File: config.mk
export PLATFORM = sky130hd
export DESIGN_NAME = hds_stencil
export DESIGN_NICKNAME = d
export VERILOG_FILES = /design/src/sv/heat_diffusion_stencil_step_defines.svh /design/src/sv/hds_pkg.sv /design/src/sv/hds_stencil.sv
export SDC_FILE = /design/constraint.sdc
export NUM_CORES = 1
export LEC_CHECK = 0
export CAP_MARGIN = 20
export CORE_MARGIN = 2
export CORE_UTILIZATION = 25
export CTS_CLUSTER_DIAMETER = 60
export DETAILED_ROUTE_END_ITERATION = 8
export DONT_BUFFER_PORTS = 1
export SYNTH_ARGS = -nofsm -noshare
export SYNTH_HDL_FRONTEND = slang
export SYNTH_SLANG_ARGS = --single-unit
File: constraint.sdc
create_clock -name clk -period 5.69 [get_ports clk]
set_clock_uncertainty 0.15 [all_clocks]
set_input_delay 1.138 -clock clk [delete_from_list [all_inputs] [get_ports clk]]
set_output_delay 1.138 -clock clk [all_outputs]
set_load 0.005 [all_outputs]
File: src/sv/heat_diffusion_stencil_step_defines.svh
// assertion macros for the heat diffusion stencil block
// expects clk and arst_n in the scope of the module that uses them
`ifndef HEAT_DIFFUSION_STENCIL_STEP_DEFINES_SVH
`define HEAT_DIFFUSION_STENCIL_STEP_DEFINES_SVH

// consequent must hold in the same cycle as the antecedent
`define HDS_ASSERT_SAME(label, ante, cons, msg) \
	label: assert property (@(posedge clk) disable iff (!arst_n) (ante) |-> (cons)) \
		else $error(msg);

// consequent must hold in the cycle after the antecedent
`define HDS_ASSERT_NEXT(label, ante, cons, msg) \
	label: assert property (@(posedge clk) disable iff (!arst_n) (ante) |=> (cons)) \
		else $error(msg);

`endif

File: src/sv/hds_pkg.sv
`timescale 1ns / 1ps
// shared constants, register codes and tag type for the heat diffusion stencil block
// no dependencies

package hds_pkg;

	localparam int GRID_MAX_DEF  = 256;
	localparam int FRAC_BITS_DEF = 16;
	localparam int GRID_MIN      = 20;

	localparam int GRID_W = 9;
	localparam int GAIN_W = 15;
	localparam int EPS_W  = 24;
	localparam int STEP_W = 13;
	localparam int SUM_W  = 36;
	localparam int APB_AW = 5;
	localparam int APB_DW = 32;

	localparam logic [GRID_W-1:0] GRID_SIZE_RST = 9'd64;
	localparam logic [GAIN_W-1:0] GAIN_RST      = 15'd3277;
	localparam logic [EPS_W-1:0]  EPS_RST       = 24'd66;
	localparam logic [STEP_W-1:0] MIN_STEPS_RST = 13'd100;
	localparam logic [STEP_W-1:0] MAX_STEPS_RST = 13'd5000;

	// fixed heat sources: interior position and integer value
	localparam int SRC_A_POS = 5;
	localparam int SRC_A_INT = 5;
	localparam int SRC_B_POS = 20;
	localparam int SRC_B_INT = 3;

	typedef enum logic [2:0] {
		REG_GRID_SIZE = 3'd0,
		REG_GAIN      = 3'd1,
		REG_EPSILON   = 3'd2,
		REG_MIN_STEPS = 3'd3,
		REG_MAX_STEPS = 3'd4
	} cfg_reg_t;

	typedef struct packed {
		logic end_frame;
		logic clr_sum;
		logic src_a;
		logic src_b;
	} tag_t;

endpackage

File: src/sv/hds_stencil.sv
`timescale 1ns / 1ps
// five-point update pipeline: laplacian, gain multiply, round and saturate
// depends on hds_pkg for the tag type and the gain width

module hds_stencil #(
	parameter int VW        = 19,
	parameter int FRAC_BITS = 16,
	parameter int CW        = 9
) (
	input  logic                      clk,
	input  logic                      arst_n,
	input  logic                      in_valid,
	output logic                      in_ready,
	input  logic [VW-1:0]             north,
	input  logic [VW-1:0]             south,
	input  logic [VW-1:0]             east,
	input  logic [VW-1:0]             west,
	input  logic [VW-1:0]             center,
	input  logic [CW-1:0]             row_in,
	input  logic [CW-1:0]             col_in,
	input  hds_pkg::tag_t             tag_in,
	input  logic [hds_pkg::GAIN_W-1:0] gain,
	output logic                      out_valid,
	input  logic                      out_ready,
	output logic [VW-1:0]             value_out,
	output logic [CW-1:0]             row_out,
	output logic [CW-1:0]             col_out,
	output hds_pkg::tag_t             tag_out
);

	localparam int LW = VW + 3;
	localparam int PW = hds_pkg::GAIN_W + 1 + LW;
	localparam logic [PW-1:0] HALF = {{(PW-FRAC_BITS){1'b0}}, 1'b1, {(FRAC_BITS-1){1'b0}}};

	logic                 valid_s2, valid_s3, valid_s4;
	logic                 rdy2, rdy3, rdy4;
	logic signed [LW-1:0] lap_s2;
	logic [VW-1:0]        ctr_s2, ctr_s3;
	logic [CW-1:0]        row_s2, row_s3, row_s4;
	logic [CW-1:0]        col_s2, col_s3, col_s4;
	hds_pkg::tag_t        tag_s2, tag_s3, tag_s4;
	logic signed [PW-1:0] prod_s3;
	logic [VW-1:0]        val_s4;

	logic [LW-1:0]        lap_d;
	logic signed [PW-1:0] gain_x, lap_x, prod_d;
	logic signed [PW-1:0] q_d, r_d;
	logic [VW-1:0]        val_d;

	assign rdy4     = !valid_s4 || out_ready;
	assign rdy3     = !valid_s3 || rdy4;
	assign rdy2     = !valid_s2 || rdy3;
	assign in_ready = rdy2;

	// laplacian stays in range as a signed value of LW bits
	assign lap_d = LW'(north) + LW'(south) + LW'(east) + LW'(west) - (LW'(center) << 2);

	assign gain_x = {{(PW-hds_pkg::GAIN_W){1'b0}}, gain};
	assign lap_x  = {{(PW-LW){lap_s2[LW-1]}}, lap_s2};
	assign prod_d = gain_x * lap_x + $signed(HALF);

	// arithmetic shift gives round half up for both signs
	always_comb begin
		q_d = prod_s3 >>> FRAC_BITS;
		r_d = $signed({{(PW-VW){1'b0}}, ctr_s3}) + q_d;
		if (r_d[PW-1]) begin
			val_d = '0;
		end else if (r_d[PW-2:VW] != '0) begin
			val_d = '1;
		end else begin
			val_d = r_d[VW-1:0];
		end
	end

	always_ff @(posedge clk or negedge arst_n) begin
		if (!arst_n) begin
			valid_s2 <= 1'b0;
			valid_s3 <= 1'b0;
			valid_s4 <= 1'b0;
		end else begin
			if (rdy2) valid_s2 <= in_valid;
			if (rdy3) valid_s3 <= valid_s2;
			if (rdy4) valid_s4 <= valid_s3;
		end
	end

	always_ff @(posedge clk) begin
		if (rdy2 && in_valid) begin
			lap_s2 <= $signed(lap_d);
			ctr_s2 <= center;
			row_s2 <= row_in;
			col_s2 <= col_in;
			tag_s2 <= tag_in;
		end
		if (rdy3 && valid_s2) begin
			prod_s3 <= prod_d;
			ctr_s3  <= ctr_s2;
			row_s3  <= row_s2;
			col_s3  <= col_s2;
			tag_s3  <= tag_s2;
		end
		if (rdy4 && valid_s3) begin
			val_s4 <= val_d;
			row_s4 <= row_s3;
			col_s4 <= col_s3;
			tag_s4 <= tag_s3;
		end
	end

	assign out_valid = valid_s4;
	assign value_out = val_s4;
	assign row_out   = row_s4;
	assign col_out   = col_s4;
	assign tag_out   = tag_s4;

endmodule

# Yosys cells after proc, flatten, opt, wreduce, memory -nomap -nowiden
# Cells that the tools add are included.
# Widths: inputs -> output; s select.
[totals] regBits=186 input_bits=136
[classes] reduce_logical=10 addsub=6 n_mux=1 n_mul=1
[op_table] op="$add 38x17->38 const B" n=1
[op_table] op="$mul 16x22->38" n=1
[op_table] op="$add 20x22->23" n=1
[op_table] op="$add 21x19->22" n=1
[op_table] op="$sub 22x21->22" n=1
[op_table] op="$add 20x19->21" n=1
[op_table] op="$add 19x19->20" n=1
[op_table] op="$mux 19" n=1
[op_table] op="$reduce_bool 18->1" n=1
[op_table] op="$logic_and 1x1->1" n=3
[op_table] op="$logic_not 1->1" n=3
[op_table] op="$logic_or 1x1->1" n=3

# Longest topological paths before layout
[logic_depth] depth_word=5 ltp_mapped=25 ltp_nobuf=24

# Worst setup path before layout
# OpenSTA, ideal clock, no wires.
[synth_timing] path_type="in2reg" startpoint="in gain[7] in the netlist's numbering" endpoint="reg prod_s3[36] (data pin)" arrival_ns=6.445 slack_ns=-1.167 path_stages=20 path_cell_list="clkbuf_1 > nand2_1 > fa_1 > inv_1 > fa_1 > fa_1 > fa_1 > fa_1 > inv_1 > fa_1 > inv_1 > ha_1 > a21o_1 > a211o_1 > nor3_1 > a21oi_1 > a221o_1 > o211ai_2 > o21bai_1 > xor2_1"
[synth_via] elab_chain_cells=2
[synth_lines] element="start, declared" line="hds_stencil.sv:22" source="input logic [hds_pkg::GAIN_W-1:0] gain,"
[synth_lines] element="$mul 16x22->38" line="hds_stencil.sv:60" source="assign prod_d = gain_x * lap_x + $signed(HALF);"
[synth_lines] element="$add 38x17->38" line="hds_stencil.sv:60"
[synth_lines] element="net prod_d[36]" line="hds_stencil.sv:46" source="logic signed [PW-1:0] gain_x, lap_x, prod_d;"
[synth_lines] element="end signal, assigned" line="hds_stencil.sv:96" source="prod_s3 <= prod_d;"
[synth_lines] element="end, declared" line="hds_stencil.sv:42" source="logic signed [PW-1:0] prod_s3;"
# The timed path passes the listed nets, and every way through them passes these cells.
# A chain may end at the register's enable or synchronous reset.

# Worst setup path after layout
[layout_timing] startpoint="in gain[4] in the netlist's numbering" endpoint="reg prod_s3[36] (data pin)"
# The elaborated chain is that of the path after synthesis.

==> run metrics <==
Slew HR=37.6%; Worst Setup End Kind=flop; worst skew pair latency=between 400 and 500 ps; initial antenna violation count=0; FF-to-FF Start=lap_s2[14]$_DFFE_PP_; Crit path required time=about 5700 ps; DIE WIDTH=292 um; DRT iter0 DRCs=584; f_max=between 150 and 200 MHz; antenna diode count=0; Final Wtd Congestion=0.791; MaxCap Viol Count=0; Final WS setup=-553 ps; Nets=2716; number of CTS-inserted buffers=17; IO Pins=179; post-route ant nets=0; most common cell after layout, fill and taps aside=inv_1; input/output buffers=0; total grt overflow=0; first-pass GRT wire length=77.3 mm; Max Root-Sink Buffers=2; netlist area before placement=20700 um^2; routed vias/inst=around 4.2; CP most frequent cell=fa_2; Synth-to-Final Area Change=16.4%; starting density of the core=25.2%; reg2reg setup slack=-500 ps; Yosys cell types=53; height of the die=between 200 and 300 um; clk slew on worst S/H paths=roughly 70 ps; total stage count of the critical path=19; Synth Register Bits=170; Yosys Warn Count=0; layout cells sized above 1=13.5%; commonest non-fill, non-tap cells in the layout=472 x inv_1, 367 x fa_1, 191 x nand2_1; CP endpoint=prod_s3[36]$_DFFE_PP_; Placeable Area=82000 um^2; Setup crit start kind=input port; kind of critical path=in -> reg; status=finished with violations; number of enable flip-flop cells after synthesis=167; ys async rst share=1.76%; Post-Syn Instances=between 1500 and 2000; Final period util=110%; die area=approximately 85000 um^2; Final Max Tran Viols=0; Critical path origin=gain[4]; detailed-route via count=13028; critical path arrival=6280 ps; R2R cell count=23; Reg2Reg Capture Point=prod_s3[36]$_DFFE_PP_; vias in the first global route=14500; failing checks=setup timing; CP max FO=22; CP peak stage delay=between 500 and 600 ps; Remaining DRCs=0; CTS Sinks=170; final setup vio count=19; slowest CP cell=fa_2; RSZ-0062 raised after global routing=yes; Worst Tran Pin Value=roughly 940 ps; syn_area_per_cell=10.7 um^2; CP Buf/Inv Count=2; crit-path cells=and2_4, fa_1, inv_2, fa_2, fa_2, inv_2, fa_2, fa_1, fa_2, ha_4, and2_4, o21ai_1, a21oi_2, a31oi_2, a21oi_4, a221o_1, o211ai_4, o21bai_1, xor2_1; GRT Overall Usage=11.6%; CTS tree=built; CTS Hold Bufs=0; fin crit period=between 6000 and 7000 ps; Pre-antenna DRT Iters=5; synthesized net count=2606; clock root buffer=clkbuf_16; WL per Instance=14.9 um; largest net degree at the start of global routing=64; Main synth FF type=edfxtp_1; total wire length=46.7 mm; Final HPWL DP=39.2 mm; # rows=105; HP Class=in -> async; fin util=29.4%; Seq/Total Area, Yosys=24.6%; H-Tree Level Count=4; Final Hold Vio Count=0; kind of cell adding the most delay to the critical path=adder cells
through the flow:
stage          instance area [um^2]  TNS, ps  cells  setup WS, ps  hold WS (ps)
6_report                      24100    -5810   3126          -553           245
5_1_grt                       24100    -9360   3126          -746           217
4_1_cts                       23900    -4690   3119          -478           216
3_5_place_dp                  23200   -15880   3087         -1070           255
3_3_place_gp                  23200   -15110   3087         -1030           250
2_1_floorplan                 20900   -10750   1935          -887           250
how the worst min path moves through the flow:
| stage | start | end | slack (ps) |
|---|---|---|---|
| after CTS | arst_n | out_valid$_DFFE_PN0P_ | 220 |
| final | arst_n | out_valid$_DFFE_PN0P_ | 240 |
| after detailed placement | col_s3[7]$_DFFE_PP_ | col_out[7]$_DFFE_PP_ | 250 |
| after global routing | arst_n | valid_s2$_DFFE_PN0N_ | 220 |
| after floorplan | col_s3[0]$_DFFE_PP_ | col_out[0]$_DFFE_PP_ | 250 |
| after global placement | row_s3[3]$_DFFE_PP_ | row_out[3]$_DFFE_PP_ | 250 |
Yosys cell counts (all sizes together), types with 3 or more instances:
cell / instances / area (um^2)
nor2b: 7 / 43.8
dfrtp: 3 / 75.1
o21ai: 25 / 129
a211oi: 10 / 80.1
or3: 4 / 25.0
a31oi: 4 / 25.0
a21oi: 46 / 230
nand4: 7 / 43.8
fa: 378 / 7570
nand2: 196 / 736
clkbuf: 56 / 210
o211ai: 4 / 40.0
nor2: 27 / 101
inv: 479 / 1800
edfxtp: 167 / 5010
or2: 3 / 18.8
o21bai: 5 / 37.5
o21a: 11 / 82.6
nor3: 15 / 75.1
nand2b: 12 / 75.1
nand3: 14 / 70.1
xnor2: 41 / 359
xor2: 17 / 149
a21o: 49 / 378
and2: 160 / 1000
and3: 7 / 43.8
o31ai: 5 / 37.5
a31o: 3 / 26.3
ha: 157 / 1960
flip-flops by register name, indices dropped and copies added, names as in the netlist:
register   cells
value_out     19
tag_s3         4
col_out        9
lap_s2        22
col_s2         9
row_s3         9
row_out        9
ctr_s2        19
ctr_s3        19
prod_s3       22
row_s2         9
valid_s2       1
col_s3         9
valid_s3       1
out_valid      1
tag_out        4
tag_s2         4
repair_timing:
action | 4_1_cts | 5_1_grt
setup endpoints to repair | 17 | 21
gates resized for setup | 25 | 29
pin swaps | 19 | 26
buffers inserted | 2 | 6
per-layer routing:
metal	share of wire (%)	wire length, um	up-vias	global-route usage [%]
met3	2.9	1340	26	1.47
met5	0	0	-	0
met4	0.98	458	0	1.75
li1	-	-	6146	-
met2	54	25200	170	21.8
met1	42	19700	6686	14.2
logic make-up after synthesis:
logic type / count (synthesis) / share of synthesized area, %
buf+inv: 536 / 9.77
flops: 170 / 24.6
fa+ha+maj: 535 / 46.1
xor+xnor: 58 / 2.46
compound gates: 179 / 6.02
simple gates: 457 / 11.0
final cells by class:
type                    instances  area [um^2]
fillers                      8586        57900
multi-input cells            1229        14000
flip-flops and latches        170         5090
inverters                     479         1800
well taps                    1070         1340
repair buffers                148         1290
clock buffers                  17          425
clock inverters                13          146
Power is left out: the tool's default activity adds up to more than one toggle a clock period on the data nets, which glitch-free logic cannot reach.
