<file path="src/sv/heat_diffusion_stencil_step_defines.svh">
// assertion macros for the heat diffusion stencil block
// expects clk and arst_n in the scope of the module that uses them
`ifndef HEAT_DIFFUSION_STENCIL_STEP_DEFINES_SVH
`define HEAT_DIFFUSION_STENCIL_STEP_DEFINES_SVH

// consequent must hold in the same cycle as the antecedent
`define HDS_ASSERT_SAME(label, ante, cons, msg) \
	label: assert property (@(posedge clk) disable iff (!arst_n) (ante) |-> (cons)) \
		else $error(msg);

// consequent must hold in the cycle after the antecedent
`define HDS_ASSERT_NEXT(label, ante, cons, msg) \
	label: assert property (@(posedge clk) disable iff (!arst_n) (ante) |=> (cons)) \
		else $error(msg);

`endif

</file>
<file path="src/sv/hds_pkg.sv">
`timescale 1ns / 1ps
// shared constants, register codes and tag type for the heat diffusion stencil block
// no dependencies

package hds_pkg;

	localparam int GRID_MAX_DEF  = 256;
	localparam int FRAC_BITS_DEF = 16;
	localparam int GRID_MIN      = 20;

	localparam int GRID_W = 9;
	localparam int GAIN_W = 15;
	localparam int EPS_W  = 24;
	localparam int STEP_W = 13;
	localparam int SUM_W  = 36;
	localparam int APB_AW = 5;
	localparam int APB_DW = 32;

	localparam logic [GRID_W-1:0] GRID_SIZE_RST = 9'd64;
	localparam logic [GAIN_W-1:0] GAIN_RST      = 15'd3277;
	localparam logic [EPS_W-1:0]  EPS_RST       = 24'd66;
	localparam logic [STEP_W-1:0] MIN_STEPS_RST = 13'd100;
	localparam logic [STEP_W-1:0] MAX_STEPS_RST = 13'd5000;

	// fixed heat sources: interior position and integer value
	localparam int SRC_A_POS = 5;
	localparam int SRC_A_INT = 5;
	localparam int SRC_B_POS = 20;
	localparam int SRC_B_INT = 3;

	typedef enum logic [2:0] {
		REG_GRID_SIZE = 3'd0,
		REG_GAIN      = 3'd1,
		REG_EPSILON   = 3'd2,
		REG_MIN_STEPS = 3'd3,
		REG_MAX_STEPS = 3'd4
	} cfg_reg_t;

	typedef struct packed {
		logic end_frame;
		logic clr_sum;
		logic src_a;
		logic src_b;
	} tag_t;

endpackage

</file>
<file path="src/sv/hds_frame_acc.sv">
`timescale 1ns / 1ps
// frame sum, source forcing, convergence and step-limit flags, output register
// depends on hds_pkg for widths, source constants and the tag type

module hds_frame_acc #(
	parameter int VW        = 19,
	parameter int FRAC_BITS = 16,
	parameter int CW        = 9
) (
	input  logic                      clk,
	input  logic                      arst_n,
	input  logic                      in_valid,
	output logic                      in_ready,
	input  logic [VW-1:0]             value_in,
	input  logic [CW-1:0]             row_in,
	input  logic [CW-1:0]             col_in,
	input  hds_pkg::tag_t             tag_in,
	input  logic [hds_pkg::EPS_W-1:0] epsilon,
	input  logic [hds_pkg::STEP_W-1:0] min_steps,
	input  logic [hds_pkg::STEP_W-1:0] max_steps,
	output logic                      out_valid,
	input  logic                      out_ready,
	output logic [VW-1:0]             new_value,
	output logic [CW-1:0]             row_index,
	output logic [CW-1:0]             col_index,
	output logic                      end_of_frame,
	output logic [hds_pkg::SUM_W-1:0] frame_sum,
	output logic                      converged,
	output logic                      limit_reached
);

	localparam int SW = hds_pkg::SUM_W;
	localparam int TW = hds_pkg::STEP_W;
	localparam logic [VW-1:0] SRC_A_VAL = VW'(hds_pkg::SRC_A_INT) << FRAC_BITS;
	localparam logic [VW-1:0] SRC_B_VAL = VW'(hds_pkg::SRC_B_INT) << FRAC_BITS;

	logic          valid_s5, rdy5, out_load, out_valid_q;
	logic [SW-1:0] run_q, prev_q;
	logic [TW-1:0] step_q;
	logic [SW-1:0] sum_s5;
	logic [VW-1:0] val_s5;
	logic [CW-1:0] row_s5, col_s5;
	logic          end_s5;

	logic [SW-1:0] base_d, sum_sat, diff_d;
	logic [SW:0]   sum_x;
	logic [VW-1:0] forced_d;
	logic          conv_d, lim_d;

	assign out_load = !out_valid_q || out_ready;
	assign rdy5     = !valid_s5 || out_load;
	assign in_ready = rdy5;

	always_comb begin
		base_d  = tag_in.clr_sum ? '0 : run_q;
		sum_x   = (SW+1)'(base_d) + (SW+1)'(value_in);
		sum_sat = sum_x[SW] ? '1 : sum_x[SW-1:0];
		if (tag_in.src_b) begin
			forced_d = SRC_B_VAL;
		end else if (tag_in.src_a) begin
			forced_d = SRC_A_VAL;
		end else begin
			forced_d = value_in;
		end
	end

	always_comb begin
		diff_d = (sum_s5 >= prev_q) ? sum_s5 - prev_q : prev_q - sum_s5;
		conv_d = (diff_d < SW'(epsilon)) && (step_q > min_steps);
		lim_d  = ((TW+1)'(step_q) + (TW+1)'(1)) >= (TW+1)'(max_steps);
	end

	always_ff @(posedge clk or negedge arst_n) begin
		if (!arst_n) begin
			valid_s5    <= 1'b0;
			out_valid_q <= 1'b0;
			run_q       <= '0;
			prev_q      <= '0;
			step_q      <= '0;
		end else begin
			if (rdy5) valid_s5 <= in_valid;
			if (out_load) out_valid_q <= valid_s5;
			if (rdy5 && in_valid) begin
				run_q <= tag_in.end_frame ? '0 : sum_sat;
			end
			if (out_load && valid_s5 && end_s5) begin
				prev_q <= sum_s5;
				if (step_q != '1) step_q <= step_q + TW'(1);
			end
		end
	end

	always_ff @(posedge clk) begin
		if (rdy5 && in_valid) begin
			sum_s5 <= sum_sat;
			val_s5 <= forced_d;
			row_s5 <= row_in;
			col_s5 <= col_in;
			end_s5 <= tag_in.end_frame;
		end
		if (out_load && valid_s5) begin
			new_value     <= val_s5;
			row_index     <= row_s5;
			col_index     <= col_s5;
			end_of_frame  <= end_s5;
			frame_sum     <= end_s5 ? sum_s5 : '0;
			converged     <= end_s5 && conv_d;
			limit_reached <= end_s5 && lim_d;
		end
	end

	assign out_valid = out_valid_q;

endmodule

</file>
<file path="config.mk">
export PLATFORM = sky130hd
export DESIGN_NAME = hds_frame_acc
export DESIGN_NICKNAME = d
export VERILOG_FILES = /design/src/sv/heat_diffusion_stencil_step_defines.svh /design/src/sv/hds_pkg.sv /design/src/sv/hds_frame_acc.sv
export SDC_FILE = /design/constraint.sdc
export NUM_CORES = 1
export LEC_CHECK = 0
export BUFFER_PORTS_ARGS = -buffer_cell sky130_fd_sc_hd__clkbuf_2
export CAP_MARGIN = 20
export CORE_UTILIZATION = 54
export DETAILED_ROUTE_END_ITERATION = 8
export PLACE_DENSITY = 0.77
export REMOVE_ABC_BUFFERS = 1
export SETUP_SLACK_MARGIN = 0.3
export SYNTH_ARGS = -nofsm -noshare
export SYNTH_HDL_FRONTEND = slang
export SYNTH_SLANG_ARGS = --single-unit
</file>
<file path="constraint.sdc">
create_clock -name clk -period 5.2 [get_ports clk]
set_input_delay 0.52 -clock clk [delete_from_list [all_inputs] [get_ports clk]]
set_output_delay 0.52 -clock clk [all_outputs]
set_load 0.02 [all_outputs]
</file>
; Word-level counts from Yosys, hierarchy flattened
; Cells that the tools add are included.
[word_totals]
input_bits = 95
elab_cells = 45
reg_bits = 237
[op_classes]
n_reduce_logical = 12
add_sub_neg = 5
mux = 5
order_cmp = 4
eq_ne = 1
[op_table]
columns = op, count
row1 = 36-bit 2-to-1 mux, 4
row2 = 36-bit subtractor, 2
row3 = 36-bit by 19-bit adder with 37-bit output, 1
row4 = 36-bit >= comparator, 1
row5 = 36-bit by 24-bit < comparator with 1-bit output, 1
row6 = 19-bit 2-to-1 mux, 1
row7 = "13-bit by 1-bit adder with 14-bit output, second input constant", 1
row8 = 14-bit by 13-bit >= comparator with 1-bit output, 1
row9 = "13-bit by 1-bit adder with 13-bit output, second input constant", 1
row10 = 13-bit > comparator, 1
row11 = "13-bit != test, second input constant", 1
row12 = 1-bit logical AND, 6
row13 = 1-bit zero test, 2
row14 = 1-bit logical OR, 2
row15 = 2-bit AND reduction, 1
row16 = 2-bit OR reduction, 1

; Longest topological paths before layout
; Gate-level depths: netlist of the first run.
[depth]
word_depth = 5
ltp_mapped = 24
ltp_nobuf = 23

; Worst setup path after synthesis of the first run
; Ideal clock, no wire load.
[synth_path]
kind = register to register
start = register sum_s5[0]
end = register converged (data pin)
synth_period_minus_slack_ps = 4902
path_slack_ps = 298
setup_ps = 176
arrival_ps = 4726
path_stages_with_launch = 24
n_path_buf = 1
path_cell_list = edfxtp_1 -> inv_1 -> ha_1 -> inv_1 -> fa_1 -> a21o_1 -> a221o_1 -> a2111o_1 -> nand4_2 -> a211oi_2 -> nor2_4 -> buf_4 -> mux2i_1 -> xor2_1 -> ha_1 -> and3_1 -> a221oi_1 -> o21ai_0 -> a21o_1 -> a21oi_1 -> o211ai_1 -> nor4_1 -> nand4_1 -> o32ai_1
[synth_via]
elab_chain_cells = 5
elab_cells_between_ends = 7
cone_classes = add/sub: 2 / order compare: 2 / mux: 1 / reduce/logical: 2
[synth_rtl]
columns = item, line_no
row1 = start: declaration, hds_frame_acc.sv:40  ; logic [SW-1:0] sum_s5;
row2 = start signal: assignment, hds_frame_acc.sv:95  ; sum_s5 <= sum_sat;
row3 = 36-bit subtractor / 36-bit >= comparator (equally long branches), hds_frame_acc.sv:68  ; diff_d = (sum_s5 >= prev_q) ? sum_s5 - prev_q : prev_q - sum_s5;
row4 = 36-bit 2-to-1 mux (*), hds_frame_acc.sv:68
row5 = 36-bit by 24-bit < comparator with 1-bit output (*), hds_frame_acc.sv:69  ; conv_d = (diff_d < SW'(epsilon)) && (step_q > min_steps);
row6 = 1-bit logical AND (*), hds_frame_acc.sv:69
row7 = 1-bit logical AND (*), hds_frame_acc.sv:107  ; converged <= end_s5 && conv_d;
row8 = end signal: assignment, hds_frame_acc.sv:107
row9 = end: declaration, hds_frame_acc.sv:28  ; output logic converged,
; Mark *: on every way between the ends. The rest lies on a longest branch, timed or not.
; A chain may end at the register's enable or synchronous reset.

; Final worst setup path of the first run
; Same ends and word-level chain as after synthesis.

==> results.ini, run 1 <==
[routing]
drtIter0Drc=1152
routedWlPerCell_microns=18.6
ant_nets=0
vias=13160
dr.pass1.iters=6
drc_errors=0
wirelength_mm=42.0
drt-vias-per-instance=5.84

[clock_network]
cts_made_buffers=26
clkSinkCount=237
clock_path_buffers=3
cts_root_buf=clkbuf_16
cts-htree-levels=1
path_clk_slew_ps=60
clk_latency_ps=530
cts_tree=done

[grt]
grt_usage_pct=27.8
grt_pass1_vias=12861
grt_first_pass_wirelength_mm=67.0
grt_max_degree=73
antenna_found_initial=1
grt_overflow=0

[final_layout]
fin_cells=2254
drive_gt1_share_pct=17.5
design_area_sq_um=18300
area_delta_synth_final_pct=16.0
layout_commonest_cell=clkbuf_2
n_antenna_cell=0
nFillCells=2404
layout_common_cells=clkbuf_2, edfxtp_1, nand2_1
utilization_pct=63.6
nNetsFinal=2088

[place]
dpl.hpwl_mm=32.1
place_area_sq_um=17200
pre_cts_ws_ps=-250
place.gp.congestion=0.979
dp_cells=2196
port_buffers=172

[critical_path]
start_kind=flop
cp.arrival_ps=5420
endpoint_kind=flop
required_ps=5560
crit_type=reg -> reg
crit_fanout=5

[timing]
fin_skew_ps=7.28
finalMaxSlewViolations=0
timing.setup.tns_ps=0
maxSlewHeadroom_pct=31.1
holdWs_ps=158
timing.fmax_ghz=0.198
period_minus_slack_ps=5060
timing.final.crit_share_pct=97.3
final_hold_viol_count=0
setup_viol=0
tightestPinTransition_ps=1030
final.setup.worst_slack_ps=141
rsz0062_at_grt=true

[synth]
synth-async-reset-ratio_pct=36.7
synth_cell_types=83
yosysWarnings=0
synth_seq_area_share_pct=42.4
syn_inst=1654
synth_edf_count=150
ys_seq_elements=237
synth_flop_cell=edfxtp_1
syn_area_sq_um=15700
avgSynthCellArea_sq_um=9.52
synth_top_area_share_pct=28.6
yosys-top-cells-area=edfxtp_1, dfrtp_1, ha_1
synth_top_area_cell=edfxtp_1

[floorplanning]
dieArea_sq_um=29800
io_pins=173
die_h_microns=173
placementRows=62
die_w_microns=173
core_area_sq_um=28700
start_util_pct=54.9

[power_and_ir_drop]
power_density_nw_per_um2=398
leakage_nw=8.34
total_power_mw=7.27
ir_drop_mv=0.373

[worst_hold_path]
hold_class=in -> reg

[run_status]
status=finished, final reports clean

[job]
cap_violations=0

[worst max-delay path, stage by stage, from the launching register on]
cell	delay (ps)
edfxtp_1	400
inv_2	80
ha_2	190
inv_1	60
fa_2	350
a21o_1	180
a221o_1	330
a2111o_1	440
nand4_4	110
a211oi_4	80
nor2_4	250
buf_4	160
mux2i_2	220
xor2_1	200
ha_1	270
and3_4	190
a221oi_2	240
o21ai_1	110
a21o_1	230
a21oi_2	160
o211ai_1	110
nor4_1	190
nand4_1	140
o32ai_2	220
[Yosys cell counts, types with 35 or more instances]
cell type  instances
o21ai_0          127
xnor2_1           50
nor2b_1           37
nand2_1          144
clkbuf_1          61
and2_1            60
ha_1             140
nor2_1            81
inv_1            143
edfxtp_1         150
nand3_1           35
a21oi_1          123
dfrtp_1           87
[path summary, 6_finish.rpt]
kind | cells past startpoint | startpoint | end | slack [ps]
hold / removal | 1 | row_in[4] | row_s5[4] | 160
hold reg to reg | 0 | col_s5[7] | col_index[7] | 410
max in group asynchronous | 3 | arst_n | prev_q[25] | 3570
setup / recovery | 23 | sum_s5[0] | converged | 140
setup reg to reg | 23 | sum_s5[0] | converged | 140
min in group asynchronous | 2 | arst_n | step_q[11] | 480
[routing by layer]
| metal | routed length (microns) | global-route usage, % | up-vias |
|---|---|---|---|
| li1 | - | - | 6328 |
| met1 | 18600 | 38.4 | 6271 |
| met2 | 19600 | 46.5 | 491 |
| met3 | 2860 | 3.74 | 70 |
| met4 | 1020 | 6.86 | 0 |
| met5 | 0 | 0 | - |
[report_power, final]
group          internal (mW)  switching [mW]  leakage [nW]
sequential              2.25           0.149          2.59
combinational           1.23            1.83          5.34
clock                   1.07           0.741         0.412
[cell families after synthesis]
| kind of cell | after synthesis | share of synthesized area (%) |
|---|---|---|
| AO/OA/AOI/OAI | 462 | 18.9 |
| buffers and inverters | 213 | 5.18 |
| flip-flops | 237 | 42.4 |
| adder cells (fa/ha/maj) | 143 | 11.5 |
| AND/OR/NAND/NOR | 497 | 16.1 |
| XOR/XNOR | 84 | 4.67 |
| multiplexers | 18 | 1.18 |
[layout make-up]
| cell class | instances | area (sq um) | area share [%] |
|---|---|---|---|
| multi-input cells | 1204 | 8320 | 45.5 |
| inverters | 144 | 542 | 2.97 |
| clock buffers | 35 | 716 | 3.92 |
| flip-flops and latches | 237 | 6680 | 36.6 |
| clock inverters | 13 | 128 | 0.699 |
| well taps | 384 | 480 | 2.63 |
| repair buffers | 237 | 1400 | 7.68 |
[state kept, by name, summed over array words and instances, names as in the netlist, 9 cells and up]
register,count
frame_sum,36
prev_q,36
run_q,36
sum_s5,36
new_value,19
val_s5,19
step_q,13
col_index,9
col_s5,9
row_index,9
row_s5,9
[timing repair]
action / CTS / global route
gates resized for setup: 16 / 7
pin swaps: 11 / 1
cloned: 1 / 0
setup buffers: 6 / 1
hold endpoints to repair: 31 / 0
endpoints found under the setup margin: 1 / 1
hold buffers: 1 / 0
Note: power is estimated with default switching activity, not from simulation.
==> run 2, diff against run 1 <==
--- a/config.mk
+++ b/config.mk
@@ -9,9 +9,9 @@
 export CAP_MARGIN = 20
 export CORE_UTILIZATION = 54
 export DETAILED_ROUTE_END_ITERATION = 8
+export GPL_ROUTABILITY_DRIVEN = 0
 export PLACE_DENSITY = 0.77
 export REMOVE_ABC_BUFFERS = 1
-export SETUP_SLACK_MARGIN = 0.3
 export SYNTH_ARGS = -nofsm -noshare
 export SYNTH_HDL_FRONTEND = slang
 export SYNTH_SLANG_ARGS = --single-unit
==> run 2 against run 1 <==
  * Count of clock-buffer cells in the layout decreased by 1
  * Cell count is 0.35% lower
  * Routed wire length down 5.2%
  * Critical path type unchanged
  * Largest cell class unchanged
  * Largest power group unchanged
==> results.ini, run 2 (synthesis gave the netlist of run 1 again) <==
[run_status]
status=finished, final reports clean

[final_layout]
layout_commonest_cell=clkbuf_2
fin_cells=2246  ; -0.35%
layout_common_cells=clkbuf_2, edfxtp_1, nand2_1
nFillCells=2296  ; -4.5%
drive_gt1_share_pct=17.9  ; +0.34 points
area_delta_synth_final_pct=15.4
design_area_sq_um=18200  ; -0.50%
nNetsFinal=2082  ; -0.29%
n_antenna_cell=0  ; unchanged
multi_input_area_sq_um=8360  ; +0.47%
regArea_sq_um=6680  ; unchanged

[clock_network]
clkSinkCount=237  ; unchanged
cts-htree-levels=1  ; unchanged
path_clk_slew_ps=60  ; about the same
postCtsHoldBufs=0  ; -1
cts_tree=done
cts_root_buf=clkbuf_16
clk_latency_ps=520  ; about the same
clock_path_buffers=3  ; unchanged
cts_made_buffers=25  ; -3.8%

[critical_path]
cp.arrival_ps=5380  ; -40 ps
path_cells=inv_2 -> ha_4 -> inv_2 -> fa_2 -> a21o_1 -> a221o_1 -> a2111o_1 -> nand4_4 -> a211oi_4 -> nor2_4 -> buf_8 -> buf_4 -> a211oi_1 -> a31oi_1 -> xor2_1 -> ha_1 -> a211oi_2 -> o21ai_0 -> a21o_1 -> a211oi_2 -> o211ai_1 -> nor4_2 -> nand4_1 -> o32ai_2
start_kind=flop
endpoint_kind=flop
endpoint=converged
regToRegStartpoint=sum_s5[0]
crit_type=reg -> reg
reg2reg_slack_ps=170  ; +30 ps
reg2reg_to=converged
crit_slowest_cell=a2111o_1
cp_slowest_stage_delay_ps=440  ; about the same
required_ps=5550  ; about the same
crit_fanout=7  ; +2
worstSetupStartpoint=sum_s5[0]
r2r_cells=24  ; +4.3%

[place]
port_buffers=172  ; unchanged
dpl.hpwl_mm=29.8  ; -7.2%
dp_cells=2185  ; -0.50%
place_area_sq_um=17200  ; -0.41%

[grt]
grt_max_degree=73  ; unchanged
grt_pass1_vias=12774  ; -0.68%
grt_overflow=0  ; unchanged
grt_first_pass_wirelength_mm=63.9  ; -4.5%
antenna_found_initial=0  ; -1
grt_usage_pct=26.1  ; -1.7 points

[power_and_ir_drop]
total_power_mw=7.13  ; -1.9%
power_density_nw_per_um2=392  ; -1.4%
ir_drop_mv=0.341  ; -8.6%
leakage_nw=8.27  ; -0.89%

[floorplanning]
die_h_microns=173  ; unchanged
dieArea_sq_um=29800  ; unchanged
start_util_pct=54.9  ; unchanged
die_w_microns=173  ; unchanged
placementRows=62  ; unchanged
core_area_sq_um=28700  ; unchanged
io_pins=173  ; unchanged

[worst_hold_path]
hold_class=in -> async

[timing]
timing.final.crit_share_pct=96.8  ; -0.51 points
tightestPinTransition_ps=970  ; -62.9 ps
setup_viol=0  ; unchanged
timing.setup.tns_ps=0  ; unchanged
timing.fmax_ghz=0.199  ; +0.53%
finalMaxSlewViolations=0  ; unchanged
holdWs_ps=79.9  ; -78.0 ps
period_minus_slack_ps=5030  ; -26.4 ps
final_hold_viol_count=0  ; unchanged
maxSlewHeadroom_pct=34.3  ; +3.2 points
rsz0062_at_grt=true
fin_skew_ps=7.64  ; +0.363 ps

[routing]
drc_errors=0  ; unchanged
vias=13270  ; +0.84%
routedWlPerCell_microns=17.7  ; -4.9%
drtIter0Drc=1540  ; +34%
wirelength_mm=39.8  ; -5.2%
ant_nets=0  ; unchanged
drt-vias-per-instance=5.91  ; +1.2%
dr.pass1.iters=8  ; +2

[job]
cap_violations=0  ; unchanged

[run 2: layout make-up]
cell class	count	share of cell area, %
inverters	144	2.98
clock buffers	34	3.85
flip-flops and latches	237	36.8
repair buffers	232	7.33
well taps	384	2.64
multi-input cells	1204	46.0
clock inverters	11	0.461
[run 2: worst min-delay path by stage]
| stage | from | end | slack (ps) | cells past startpoint |
|---|---|---|---|---|
| floorplan | arst_n | out_valid | 220 | 0 |
| global placement | col_s5[5] | col_index[5] | 400 | 0 |
| detailed placement | val_s5[8] | new_value[8] | 400 | 0 |
| CTS | arst_n | prev_q[1] | 110 | 1 |
| global route | arst_n | prev_q[1] | 130 | 1 |
| finish | arst_n | prev_q[1] | 80 | 1 |
[run 2: what timing repair did]
item / 4_1_cts / 5_1_grt
setup buffers: 6 / 10
gates resized for setup: 3 / 31
pin swaps: 1 / 25
endpoints found under the setup margin: 1 / 1
[run 2: worst max-delay path, delay by kind of cell, from the launching register on]
family | cells | cell delay (ps)
AO/OA/AOI/OAI | 12 | 2290
adder cells (fa/ha/maj) | 3 | 800
AND/OR/NAND/NOR | 4 | 710
buffers and inverters | 4 | 410
flip-flops | 1 | 400
XOR/XNOR | 1 | 230
[run 2: metrics by stage]
step / setup slack [ps] / util [%]
6_report: 167 / 63.3
5_1_grt: -63.4 / 63.3
4_1_cts: 16.7 / 62.7
3_5_place_dp: -98.3 / 59.8
3_3_place_gp: 94.1 / 59.8
2_1_floorplan: -294 / -
[run 2: per-layer routing]
| layer | share of wire, % | track usage [%] | wire (microns) |
|---|---|---|---|
| met3 | 8.1 | 4.99 | 3220 |
| met4 | 3.1 | 8.44 | 1250 |
| met2 | 46 | 42.9 | 18300 |
| met1 | 43 | 34.9 | 17000 |
| met5 | 0 | 0 | 0 |
[run 2: report_power, final]
group          total [mW]  internal, mW  switching, mW
Clock                1.70         0.987          0.708
Sequential           2.40          2.25          0.148
Combinational        3.04          1.23           1.80
Total                7.13          4.47           2.66
